[src/rtl/core/mie_pkg.sv]
// Shared widths, types and control structs of the modular inverse block.
package mie_pkg;

   localparam int VALUE_BITS = 31;
   // coefficients stay within +/- modulus; the product term within twice that
   localparam int COEF_BITS  = VALUE_BITS + 3;
   localparam int SHIFT_BITS = $clog2(VALUE_BITS);

   typedef logic [VALUE_BITS-1:0]       value_type;
   typedef logic signed [COEF_BITS-1:0] coef_type;

   typedef struct packed {
      logic load;
      logic start;
      logic align;
      logic divide;
      logic fix_neg;
      logic fix_hi;
   } ctl_type;

   typedef struct packed {
      logic a_le_one;
      logic b_zero;
      logic shift_ok;
      logic last;
      logic qbit;
   } div_status_type;

endpackage

[src/rtl/core/mie_req_if.sv]
// Request channel: value and modulus with valid/ready handshake.
interface mie_req_if;
   import mie_pkg::*;

   logic      valid;
   logic      ready;
   value_type value;
   value_type modulus;

   modport source (output valid, output value, output modulus, input ready);
   modport sink (input valid, input value, input modulus, output ready);
endinterface

[src/rtl/core/mie_rsp_if.sv]
// Response channel: inverse and status with valid/ready handshake.
interface mie_rsp_if;
   import mie_pkg::*;

   logic      valid;
   logic      ready;
   value_type inverse;
   logic      status;

   modport source (output valid, output inverse, output status, input ready);
   modport sink (input valid, input inverse, input status, output ready);
endinterface

[src/rtl/core/mie_divider.sv]
// Shift-subtract divider holding the Euclid remainder pair, one quotient bit per cycle.
module mie_divider (
   input  logic                    clock,
   input  mie_pkg::ctl_type        ctl,
   input  mie_pkg::value_type      value,
   input  mie_pkg::value_type      modulus,
   output mie_pkg::div_status_type status
);
   import mie_pkg::*;

   value_type             a_ff, a_in;
   value_type             b_ff, b_in;
   value_type             d_ff, d_in;
   logic [SHIFT_BITS-1:0] k_ff, k_in;
   logic [VALUE_BITS:0]   d_dbl;
   logic                  ge;
   value_type             rem;

   assign d_dbl = {d_ff, 1'b0};
   assign ge    = (a_ff >= d_ff);
   assign rem   = ge ? (a_ff - d_ff) : a_ff;

   assign status.a_le_one = (a_ff <= value_type'(1));
   assign status.b_zero   = (b_ff == '0);
   assign status.shift_ok = (d_dbl <= {1'b0, a_ff});
   assign status.last     = (k_ff == '0);
   assign status.qbit     = ge;

   always_comb begin
      a_in = a_ff;
      b_in = b_ff;
      d_in = d_ff;
      k_in = k_ff;
      if (ctl.load) begin
         a_in = value;
         b_in = modulus;
      end else if (ctl.start) begin
         d_in = b_ff;
         k_in = '0;
      end else if (ctl.align) begin
         if (status.shift_ok) begin
            d_in = d_dbl[VALUE_BITS-1:0];
            k_in = k_ff + 1'b1;
         end
      end else if (ctl.divide) begin
         d_in = d_ff >> 1;
         k_in = k_ff - 1'b1;
         // last quotient bit: the divisor becomes the dividend, the remainder the divisor
         if (status.last) begin
            a_in = b_ff;
            b_in = rem;
         end else begin
            a_in = rem;
         end
      end
   end

   always_ff @(posedge clock) begin
      a_ff <= a_in;
      b_ff <= b_in;
      d_ff <= d_in;
      k_ff <= k_in;
   end

endmodule

[src/rtl/core/mie_coef.sv]
// Bezout coefficient unit: serial quotient multiply-accumulate and final correction.
module mie_coef (
   input  logic                    clock,
   input  mie_pkg::ctl_type        ctl,
   input  mie_pkg::value_type      modulus,
   input  mie_pkg::div_status_type dstat,
   output mie_pkg::value_type      inverse
);
   import mie_pkg::*;

   coef_type  x_ff, x_in;
   coef_type  y_ff, y_in;
   coef_type  acc_ff, acc_in;
   coef_type  acc_next;
   coef_type  m0_ext;
   value_type m0_ff, m0_in;

   assign m0_ext   = {{(COEF_BITS-VALUE_BITS){1'b0}}, m0_ff};
   // quotient bits arrive MSB first, so q*y builds up as acc = 2*acc + bit*y
   assign acc_next = (acc_ff <<< 1) + (dstat.qbit ? y_ff : coef_type'(0));
   assign inverse  = x_ff[VALUE_BITS-1:0];

   always_comb begin
      x_in   = x_ff;
      y_in   = y_ff;
      acc_in = acc_ff;
      m0_in  = m0_ff;
      if (ctl.load) begin
         x_in  = coef_type'(1);
         y_in  = coef_type'(0);
         m0_in = modulus;
      end else if (ctl.start) begin
         acc_in = coef_type'(0);
      end else if (ctl.divide) begin
         acc_in = acc_next;
         if (dstat.last) begin
            x_in = y_ff;
            y_in = x_ff - acc_next;
         end
      end else if (ctl.fix_neg) begin
         if (x_ff[COEF_BITS-1]) begin
            x_in = x_ff + m0_ext;
         end
      end else if (ctl.fix_hi) begin
         if (x_ff >= m0_ext) begin
            x_in = x_ff - m0_ext;
         end
      end
   end

   always_ff @(posedge clock) begin
      x_ff   <= x_in;
      y_ff   <= y_in;
      acc_ff <= acc_in;
      m0_ff  <= m0_in;
   end

endmodule

[src/rtl/core/modular_inverse_extended_euclid.sv]
// Modular inverse by the extended Euclidean algorithm, top level with sequencer.
//
// A request on req_chan carries value and modulus; the response on rsp_chan
// carries inverse and status (1 when the value has no inverse).
// One request is in work at a time; req_chan.ready is high while idle.
// Modulus 1, value 0 or modulus 0 go straight to the done state. Otherwise
// the block runs one Euclid step per quotient, then corrects the sign and
// range of the coefficient; a common factor ends early.
// The divider aligns the divisor one bit per cycle, then takes one quotient
// bit per cycle with one subtract and one accumulate of the coefficient.
// A finished result sits in the output register, so the next request is
// accepted while the response waits; if that one finishes before the
// response is taken, it holds in its last state until the register frees.
// Reset is synchronous: the block goes idle and drops rsp_chan.valid.
module modular_inverse_extended_euclid (
   input logic      clock,
   input logic      reset,
   mie_req_if.sink  req_chan,
   mie_rsp_if.source rsp_chan
);
   import mie_pkg::*;

   localparam logic [2:0] S_IDLE   = 3'd0;
   localparam logic [2:0] S_CHECK  = 3'd1;
   localparam logic [2:0] S_ALIGN  = 3'd2;
   localparam logic [2:0] S_DIVIDE = 3'd3;
   localparam logic [2:0] S_FIXNEG = 3'd4;
   localparam logic [2:0] S_FIXHI  = 3'd5;
   localparam logic [2:0] S_DONE   = 3'd6;

   logic [2:0]     state_ff, state_in;
   logic           res_zero_ff, res_zero_in;
   logic           res_fail_ff, res_fail_in;
   logic           rsp_valid_ff, rsp_valid_in;
   value_type      rsp_inverse_ff, rsp_inverse_in;
   logic           rsp_status_ff, rsp_status_in;
   logic           out_load;
   logic           mod_one;
   logic           special;
   ctl_type        ctl;
   div_status_type dstat;
   value_type      coef_inverse;

   mie_divider u_divider (
      .clock   (clock),
      .ctl     (ctl),
      .value   (req_chan.value),
      .modulus (req_chan.modulus),
      .status  (dstat)
   );

   mie_coef u_coef (
      .clock   (clock),
      .ctl     (ctl),
      .modulus (req_chan.modulus),
      .dstat   (dstat),
      .inverse (coef_inverse)
   );

   assign mod_one = (req_chan.modulus == value_type'(1));
   assign special = mod_one || (req_chan.value == '0) || (req_chan.modulus == '0);

   assign req_chan.ready   = (state_ff == S_IDLE);
   assign rsp_chan.valid   = rsp_valid_ff;
   assign rsp_chan.inverse = rsp_inverse_ff;
   assign rsp_chan.status  = rsp_status_ff;

   always_comb begin
      ctl         = '0;
      state_in    = state_ff;
      res_zero_in = res_zero_ff;
      res_fail_in = res_fail_ff;
      out_load    = 1'b0;
      unique case (state_ff)
         S_IDLE: begin
            if (req_chan.valid) begin
               ctl.load = 1'b1;
               if (special) begin
                  res_zero_in = 1'b1;
                  res_fail_in = !mod_one;
                  state_in    = S_DONE;
               end else begin
                  res_zero_in = 1'b0;
                  res_fail_in = 1'b0;
                  state_in    = S_CHECK;
               end
            end
         end
         S_CHECK: begin
            if (dstat.a_le_one) begin
               state_in = S_FIXNEG;
            end else if (dstat.b_zero) begin
               // zero remainder with divisor above one: common factor
               res_zero_in = 1'b1;
               res_fail_in = 1'b1;
               state_in    = S_DONE;
            end else begin
               ctl.start = 1'b1;
               state_in  = S_ALIGN;
            end
         end
         S_ALIGN: begin
            ctl.align = 1'b1;
            if (!dstat.shift_ok) begin
               state_in = S_DIVIDE;
            end
         end
         S_DIVIDE: begin
            ctl.divide = 1'b1;
            if (dstat.last) begin
               state_in = S_CHECK;
            end
         end
         S_FIXNEG: begin
            ctl.fix_neg = 1'b1;
            state_in    = S_FIXHI;
         end
         S_FIXHI: begin
            ctl.fix_hi = 1'b1;
            state_in   = S_DONE;
         end
         S_DONE: begin
            if (!rsp_valid_ff || rsp_chan.ready) begin
               out_load = 1'b1;
               state_in = S_IDLE;
            end
         end
         default: begin
            state_in = S_IDLE;
         end
      endcase
   end

   always_comb begin
      rsp_inverse_in = rsp_inverse_ff;
      rsp_status_in  = rsp_status_ff;
      if (out_load) begin
         rsp_inverse_in = res_zero_ff ? value_type'(0) : coef_inverse;
         rsp_status_in  = res_fail_ff;
         rsp_valid_in   = 1'b1;
      end else if (rsp_chan.ready) begin
         rsp_valid_in = 1'b0;
      end else begin
         rsp_valid_in = rsp_valid_ff;
      end
   end

   always_ff @(posedge clock) begin
      if (reset) begin
         state_ff     <= S_IDLE;
         res_zero_ff  <= 1'b0;
         res_fail_ff  <= 1'b0;
         rsp_valid_ff <= 1'b0;
      end else begin
         state_ff     <= state_in;
         res_zero_ff  <= res_zero_in;
         res_fail_ff  <= res_fail_in;
         rsp_valid_ff <= rsp_valid_in;
      end
   end

   always_ff @(posedge clock) begin
      rsp_inverse_ff <= rsp_inverse_in;
      rsp_status_ff  <= rsp_status_in;
   end

endmodule

[src/flat_wrapper.sv]
// flat-port wrapper written by rule: the top's interface ports become plain ports
module modular_inverse_extended_euclid_flat import mie_pkg::*;
  (clock, reset, req_chan_valid, req_chan_value, req_chan_modulus, req_chan_ready, rsp_chan_valid, rsp_chan_inverse, rsp_chan_status, rsp_chan_ready);
  mie_req_if req_chan_i ();
  mie_rsp_if rsp_chan_i ();
  input logic clock;
  input logic reset;
  input wire logic [$bits(req_chan_i.valid)-1:0] req_chan_valid;
  input wire logic [$bits(req_chan_i.value)-1:0] req_chan_value;
  input wire logic [$bits(req_chan_i.modulus)-1:0] req_chan_modulus;
  output wire logic [$bits(req_chan_i.ready)-1:0] req_chan_ready;
  output wire logic [$bits(rsp_chan_i.valid)-1:0] rsp_chan_valid;
  output wire logic [$bits(rsp_chan_i.inverse)-1:0] rsp_chan_inverse;
  output wire logic [$bits(rsp_chan_i.status)-1:0] rsp_chan_status;
  input wire logic [$bits(rsp_chan_i.ready)-1:0] rsp_chan_ready;
  assign req_chan_i.valid = req_chan_valid;
  assign req_chan_i.value = req_chan_value;
  assign req_chan_i.modulus = req_chan_modulus;
  assign req_chan_ready = req_chan_i.ready;
  assign rsp_chan_valid = rsp_chan_i.valid;
  assign rsp_chan_inverse = rsp_chan_i.inverse;
  assign rsp_chan_status = rsp_chan_i.status;
  assign rsp_chan_i.ready = rsp_chan_ready;
  modular_inverse_extended_euclid u_core (.clock(clock), .reset(reset), .req_chan(req_chan_i), .rsp_chan(rsp_chan_i));
endmodule
[config.mk]
export PLATFORM = sky130hd
export DESIGN_NAME = modular_inverse_extended_euclid_flat
export DESIGN_NICKNAME = d
export VERILOG_FILES = /design/src/rtl/core/mie_pkg.sv /design/src/rtl/core/mie_req_if.sv /design/src/rtl/core/mie_rsp_if.sv /design/src/rtl/core/mie_divider.sv /design/src/rtl/core/mie_coef.sv /design/src/rtl/core/modular_inverse_extended_euclid.sv /design/src/flat_wrapper.sv
export SDC_FILE = /design/constraint.sdc
export NUM_CORES = 1
export LEC_CHECK = 0
export ABC_AREA = 0
export BUFFER_PORTS_ARGS = -buffer_cell sky130_fd_sc_hd__buf_2
export CAP_MARGIN = 30
export CORE_MARGIN = 1
export CORE_UTILIZATION = 65
export DETAILED_ROUTE_END_ITERATION = 7
export PLACE_DENSITY = 0.83
export SKIP_LAST_GASP = 1
export SLEW_MARGIN = 10
export SYNTH_ARGS = -nofsm -noshare
export SYNTH_HDL_FRONTEND = slang
export SYNTH_SLANG_ARGS = --single-unit
[constraint.sdc]
create_clock -name clock -period 21.7 [get_ports clock]
set_input_delay 4.34 -clock clock [delete_from_list [all_inputs] [get_ports clock]]
set_output_delay 4.34 -clock clock [all_outputs]
set_load 0.02 [all_outputs]
# Word-level counts from Yosys, hierarchy flattened

Index checks and enable logic that the tools add are counted.

Bits in registers: 268
Logic and storage cells: 128

Add/subtract/negate cells: 7
Order comparisons: 4
Equal/unequal tests: 18
Mux-type cells: 55
Bitwise gates (word level): 2
Reduce and logical (&&, ||, !) cells: 27

Operators by type and width:

| cell                                                                    | count |
|---|---|
| 31-bit 2-to-1 mux                                                       | 15 |
| 34-bit 2-to-1 mux                                                       | 7 |
| 31-bit zero test                                                        | 3 |
| 34-bit by 32-bit adder with 34-bit output                               | 1 |
| 34-bit adder                                                            | 1 |
| 34-bit by 32-bit >= comparator with 1-bit output                        | 1 |
| 34-bit by 32-bit subtractor with 34-bit output                          | 1 |
| 34-bit subtractor                                                       | 1 |
| 33-bit 2-to-1 mux                                                       | 1 |
| 32-bit by 31-bit <= comparator with 1-bit output                        | 1 |
| 31-bit by 1-bit == test with 1-bit output (second input constant)       | 1 |
| 31-bit >= comparator                                                    | 1 |
| 31-bit by 1-bit <= comparator with 1-bit output (second input constant) | 1 |
| 31-bit subtractor                                                       | 1 |
| 3-bit 2-to-1 mux                                                        | 7 |
| 3-bit one-hot mux with 7 select lines                                   | 1 |
| 1-bit 2-to-1 mux                                                        | 19 |
| 4-bit AND reduction                                                     | 4 |
| 5-bit 2-to-1 mux                                                        | 3 |
| 2-bit by 1-bit != test with 1-bit output (second input constant)        | 5 |
| 2-bit nonzero test                                                      | 5 |
| 3-bit == test (second input constant)                                   | 3 |
| 3-bit AND reduction                                                     | 3 |
| 3-bit nonzero test                                                      | 3 |
| other kinds (14)                                                        | 24 |

# Logic depth before layout (Yosys ltp)

Depth in word-level cells: 7
Gate-level depth with buffers: 37

# By module

Synthesis repeated with hierarchy kept, for this count alone.

Cell total of the unflattened synthesis: 2,480
Area, all modules: 21,753.4 µm²

By module, submodules not included:

| module                          | times used | cells each | area each (µm²) | seq. area each (µm²) |
|---|---|---|---|---|
| mie_coef                        | 1          | 1,460      | 11,890.2        | 3,283.1 |
| mie_divider                     | 1          | 877        | 8,097.8         | 2,942.8 |
| modular_inverse_extended_euclid | 1          | 143        | 1,765.4         | 1,081.0 |

# Worst setup path before layout

Ideal clock, no wire load.

Path type: reg2reg
From: register u_core.u_divider.a_ff[20]
To: register u_core.u_coef.y_ff[30]
Setup time: 0.132 ns
Arrival: 6.723 ns
Setup slack: 14.844 ns
Cell stages (with the launch flop): 35
Path buffers: 2
Clock period less this slack: 6.856 ns
Cell sequence: edfxtp_1 > ha_1 > a21o_1 > a21o_1 > a21oi_1 > nand3_1 > a311oi_1 > o31ai_1 > a21oi_2 > clkbuf_1 > clkbuf_1 > nor2b_1 > ha_1 > inv_1 > fa_1 > nand2b_1 > a21oi_1 > nor2_1 > inv_1 > a21o_1 > a21oi_1 > xor2_1 > ha_1 > and3_1 > and2_1 > a221o_1 > o2111ai_1 > a31oi_1 > maj3_1 > nand2_2 > a311oi_4 > a221oi_2 > o2bb2ai_1 > xor2_1 > a21oi_1

Cells in the longest elaborated chain, start to end: 5

RTL lines:

| item                                                 | RTL line          | RTL |
|---|---|---|
| from (decl)                                          | mie_divider.sv:11 | `value_type a_ff, a_in;` |
| from (signal assigned)                               | mie_divider.sv:59 | `a_ff <= a_in;` |
| branches (longest 5 deep; another with 34-bit adder) | n/a               |  |
| to (signal assigned)                                 | mie_coef.sv:53    | `y_ff <= y_in;` |
| to (decl)                                            | mie_coef.sv:12    | `coef_type y_ff, y_in;` |

Several ways; the timed one is not identified.
A chain may end at the register's enable or synchronous reset.

# Worst setup path in the final report

From: register u_core.u_divider.a_ff[24]
To: register u_core.u_coef.y_ff[33]

Same word-level chain as after synthesis.

==> results.txt <==
outcome: finished, violations left
failing checks: design-rule violations
antenna-violating nets left: 0
Crit-path slowest cell: buf_4
Worst-Margin Slew: 0.904 ns
most common cell in the netlist: a21oi_1
fraction of layout cells with a size suffix above 1: 8.56%
Fillers: 2311
initial antenna violation count: 1
IO buf count: 99
R2R Path End: u_core.u_coef.y_ff[33]
Clock transition at path regs: 0.06 ns
1st-pass router iterations: 8
CORE AREA: 31000 µm²
f_max: 125 MHz
Sw Ratio: 48.2%
Hold Fails Final Rpt: 0
Synthesized Nets: 2710
combinational share of power: 61.6%
GP Congestion: 0.960
GRT overflow: 0
Post-Synthesis Cell Area: 20700 µm²
met3 Usage GRT: 4.55%
RSZ-0062 raised after global routing: no
Critical Setup Path Class: register to register
sequential fraction of the synthesis area: 35.3%
CP max FO: 72
Design Area, Final: 22600 µm²
Fin Setup TNS: 0 ns
Reg2Reg Depth: 32
grt met1 use: 49.0%
number of synthesized register bits: 268
cts bufs inserted: 31
vias per cell: 6.58
routed vias: 19152
setup violators final: 0
WHS Path Cells: 0
hold crit path type: register to register
I/O pins: 100
std cell rows: 64
first-pass GRT wire length: 97400 µm
CTS tree: done
Post-synth EDFFs: 194
clock latency on the worst-skew pair: 0.58 ns
power share of the clock group: 12.3%
top cells by area, synth: edfxtp_1, ha_1, a21oi_1
DIE WIDTH: 180 µm
DRC Markers: 1
P_leak: 9.79 nW
gr usage total: 37.5%
Clock Path Buffers: 3
Post-synth ARST share: 0%
Arr. time, crit path: 8.48 ns
CP required: 22.16 ns
Routed WL: 62000 µm
Root Driver: clkbuf_16
r2r startpoint: u_core.u_divider.a_ff[24]
Post-CTS Hold Buffers: 0
Initial Utilization: 66.8%
gr busiest metal: met2
count of cell types in the netlist: 89
Wirelength per Cell: 21.3 µm
CP max stage delay: 0.68 ns
top_reg_cell synth: edfxtp_1
flop-to-flop setup slack: 13.68 ns
post-cts resize count: 0
maxcap violations: 0
final-report max-slew violation count: 0
Die Footprint: 32500 µm²
Final min period: 8.02 ns
starting DRC count in detailed routing: 2269
Placed Area: 21500 µm²
area leader, netlist: edfxtp_1
HPWL Detailed: 45400 µm
Psw: 2.01 mW
HP Start: u_core.res_fail_ff
skew final: 0.0128 ns
period utilization: 37.0%
most frequent cells after synthesis: a21oi_1, nor2_1, nand2_1
Seq pwr share: 26.0%
YS warnings: 0
post-synthesis to final-layout area growth: 9.03%
pin count of the biggest net entering global routing: 101
met2 Use GR: 62.3%
VDD IR max: 0.126 mV
slew margin rel.: 39.2%
clock sinks: 268
Die H: 180 µm
gate count after technology mapping: 2449
crit start category: register
Crit. End Element: register
vias in the first global route: 18380
Post-layout nets: 2749
worst hold path endpoint: u_core.rsp_chan.status
Power Dens Cells: 185 nW/µm²
setup bufs post-CTS: 0
post-synth top area share: 28.2%
post-synthesis area per instance: 8.45 µm²
H-tree Lvls: 1
Internal: 2.16 mW
routing by layer:
metal,up-vias,share of wire (%)
met1,8941,41
met5,-,0
li1,8953,-
met3,196,8.6
met4,0,4.4
met2,1062,46
metrics by stage:
| step | std cells | setup slack, ns | utilization, % | power (mW) | hold slack [ns] |
|---|---|---|---|---|---|
| after floorplan | 2449 | 14.84 | - | 2.91 | 0.409 |
| after global placement | 2845 | 14.15 | 69.1 | 3.47 | 0.419 |
| after detailed placement | 2847 | 13.94 | 69.3 | 3.55 | 0.434 |
| after CTS | 2905 | 13.88 | 72.5 | 4.08 | 0.448 |
| after global routing | 2909 | 13.11 | 72.8 | 4.44 | 0.463 |
| final | 2910 | 13.68 | 72.8 | 4.17 | 0.445 |
layout make-up:
cell class / instances / area [µm²] / area share [%]
multi-input combinational: 1903 / 12400 / 54.9
sequential: 268 / 7310 / 32.4
antenna: 1 / 2.50 / 0.0111
inverter: 160 / 602 / 2.67
clock inverter: 18 / 145 / 0.643
timing repair buffer: 124 / 781 / 3.46
tap: 396 / 495 / 2.20
clock buffer: 40 / 840 / 3.72
cell usage in the layout, fill, tap and decap left out, types with 73 or more instances in the layout:
cell type    n
a21oi_1    308
nand2_1    198
ha_1       189
nor2b_1     84
xnor2_1     73
edfxtp_1   194
dfxtp_1     73
inv_1      156
o21ai_0    144
nor2_1     260
buf_2       99
a21o_1      85
kinds of logic after synthesis:
kind of cell	after synthesis	share of synthesized area, %
AOI/OAI and AO/OA	794	24.1
and+or+nand+nor	787	17.9
muxes	16	0.786
xor gates and xnor gates	109	4.75
buffers and inverters	278	5.05
adders and majority gates	197	12.1
DFF	268	35.3
registers in the layout, summed over array words and instances, names as in the netlist:
name,flops
u_core.u_divider.k_ff,5
u_core.rsp_chan.valid,1
u_core.res_fail_ff,1
u_core.u_coef.x_ff,34
u_core.rsp_chan.status,1
u_core.u_coef.m0_ff,31
u_core.u_coef.acc_ff,33
u_core.res_zero_ff,1
u_core.u_divider.a_ff,31
u_core.u_coef.y_ff,34
u_core.rsp_chan.inverse,31
u_core.state_ff,3
u_core.u_divider.d_ff,31
u_core.u_divider.b_ff,31
critical path: cells and delay by family, from the launching register on:
kind | cells | cell delay (ns)
and+or+nand+nor | 8 | 1.34
buffers and inverters | 2 | 0.76
AOI/OAI and AO/OA | 17 | 3.76
xor gates and xnor gates | 1 | 0.32
adders and majority gates | 4 | 1.25
DFF | 1 | 0.43
worst max path at each step:
stage,start,end,slack [ns],depth (start not counted)
2_1_floorplan,u_core.u_divider.a_ff[20],u_core.u_coef.y_ff[30],14.84,34
3_3_place_gp,u_core.u_divider.a_ff[24],u_core.u_coef.y_ff[33],14.15,30
3_5_place_dp,u_core.u_divider.a_ff[24],u_core.u_coef.y_ff[33],13.94,30
4_1_cts,u_core.u_divider.a_ff[24],u_core.u_coef.y_ff[33],13.88,30
5_1_grt,u_core.u_divider.d_ff[1],u_core.u_coef.y_ff[33],13.11,33
6_report,u_core.u_divider.a_ff[24],u_core.u_coef.y_ff[33],13.68,32
power by group through the flow:
stage	Clock, mW	Sequential [mW]	Combinational, mW
final	0.512	1.09	2.57
after global routing	0.532	1.10	2.81
after CTS	0.515	1.07	2.49
after detailed placement	0	1.08	2.47
after global placement	0	1.08	2.40
after floorplan	0	0.990	1.92
Note: power is estimated with default switching activity, not from simulation.
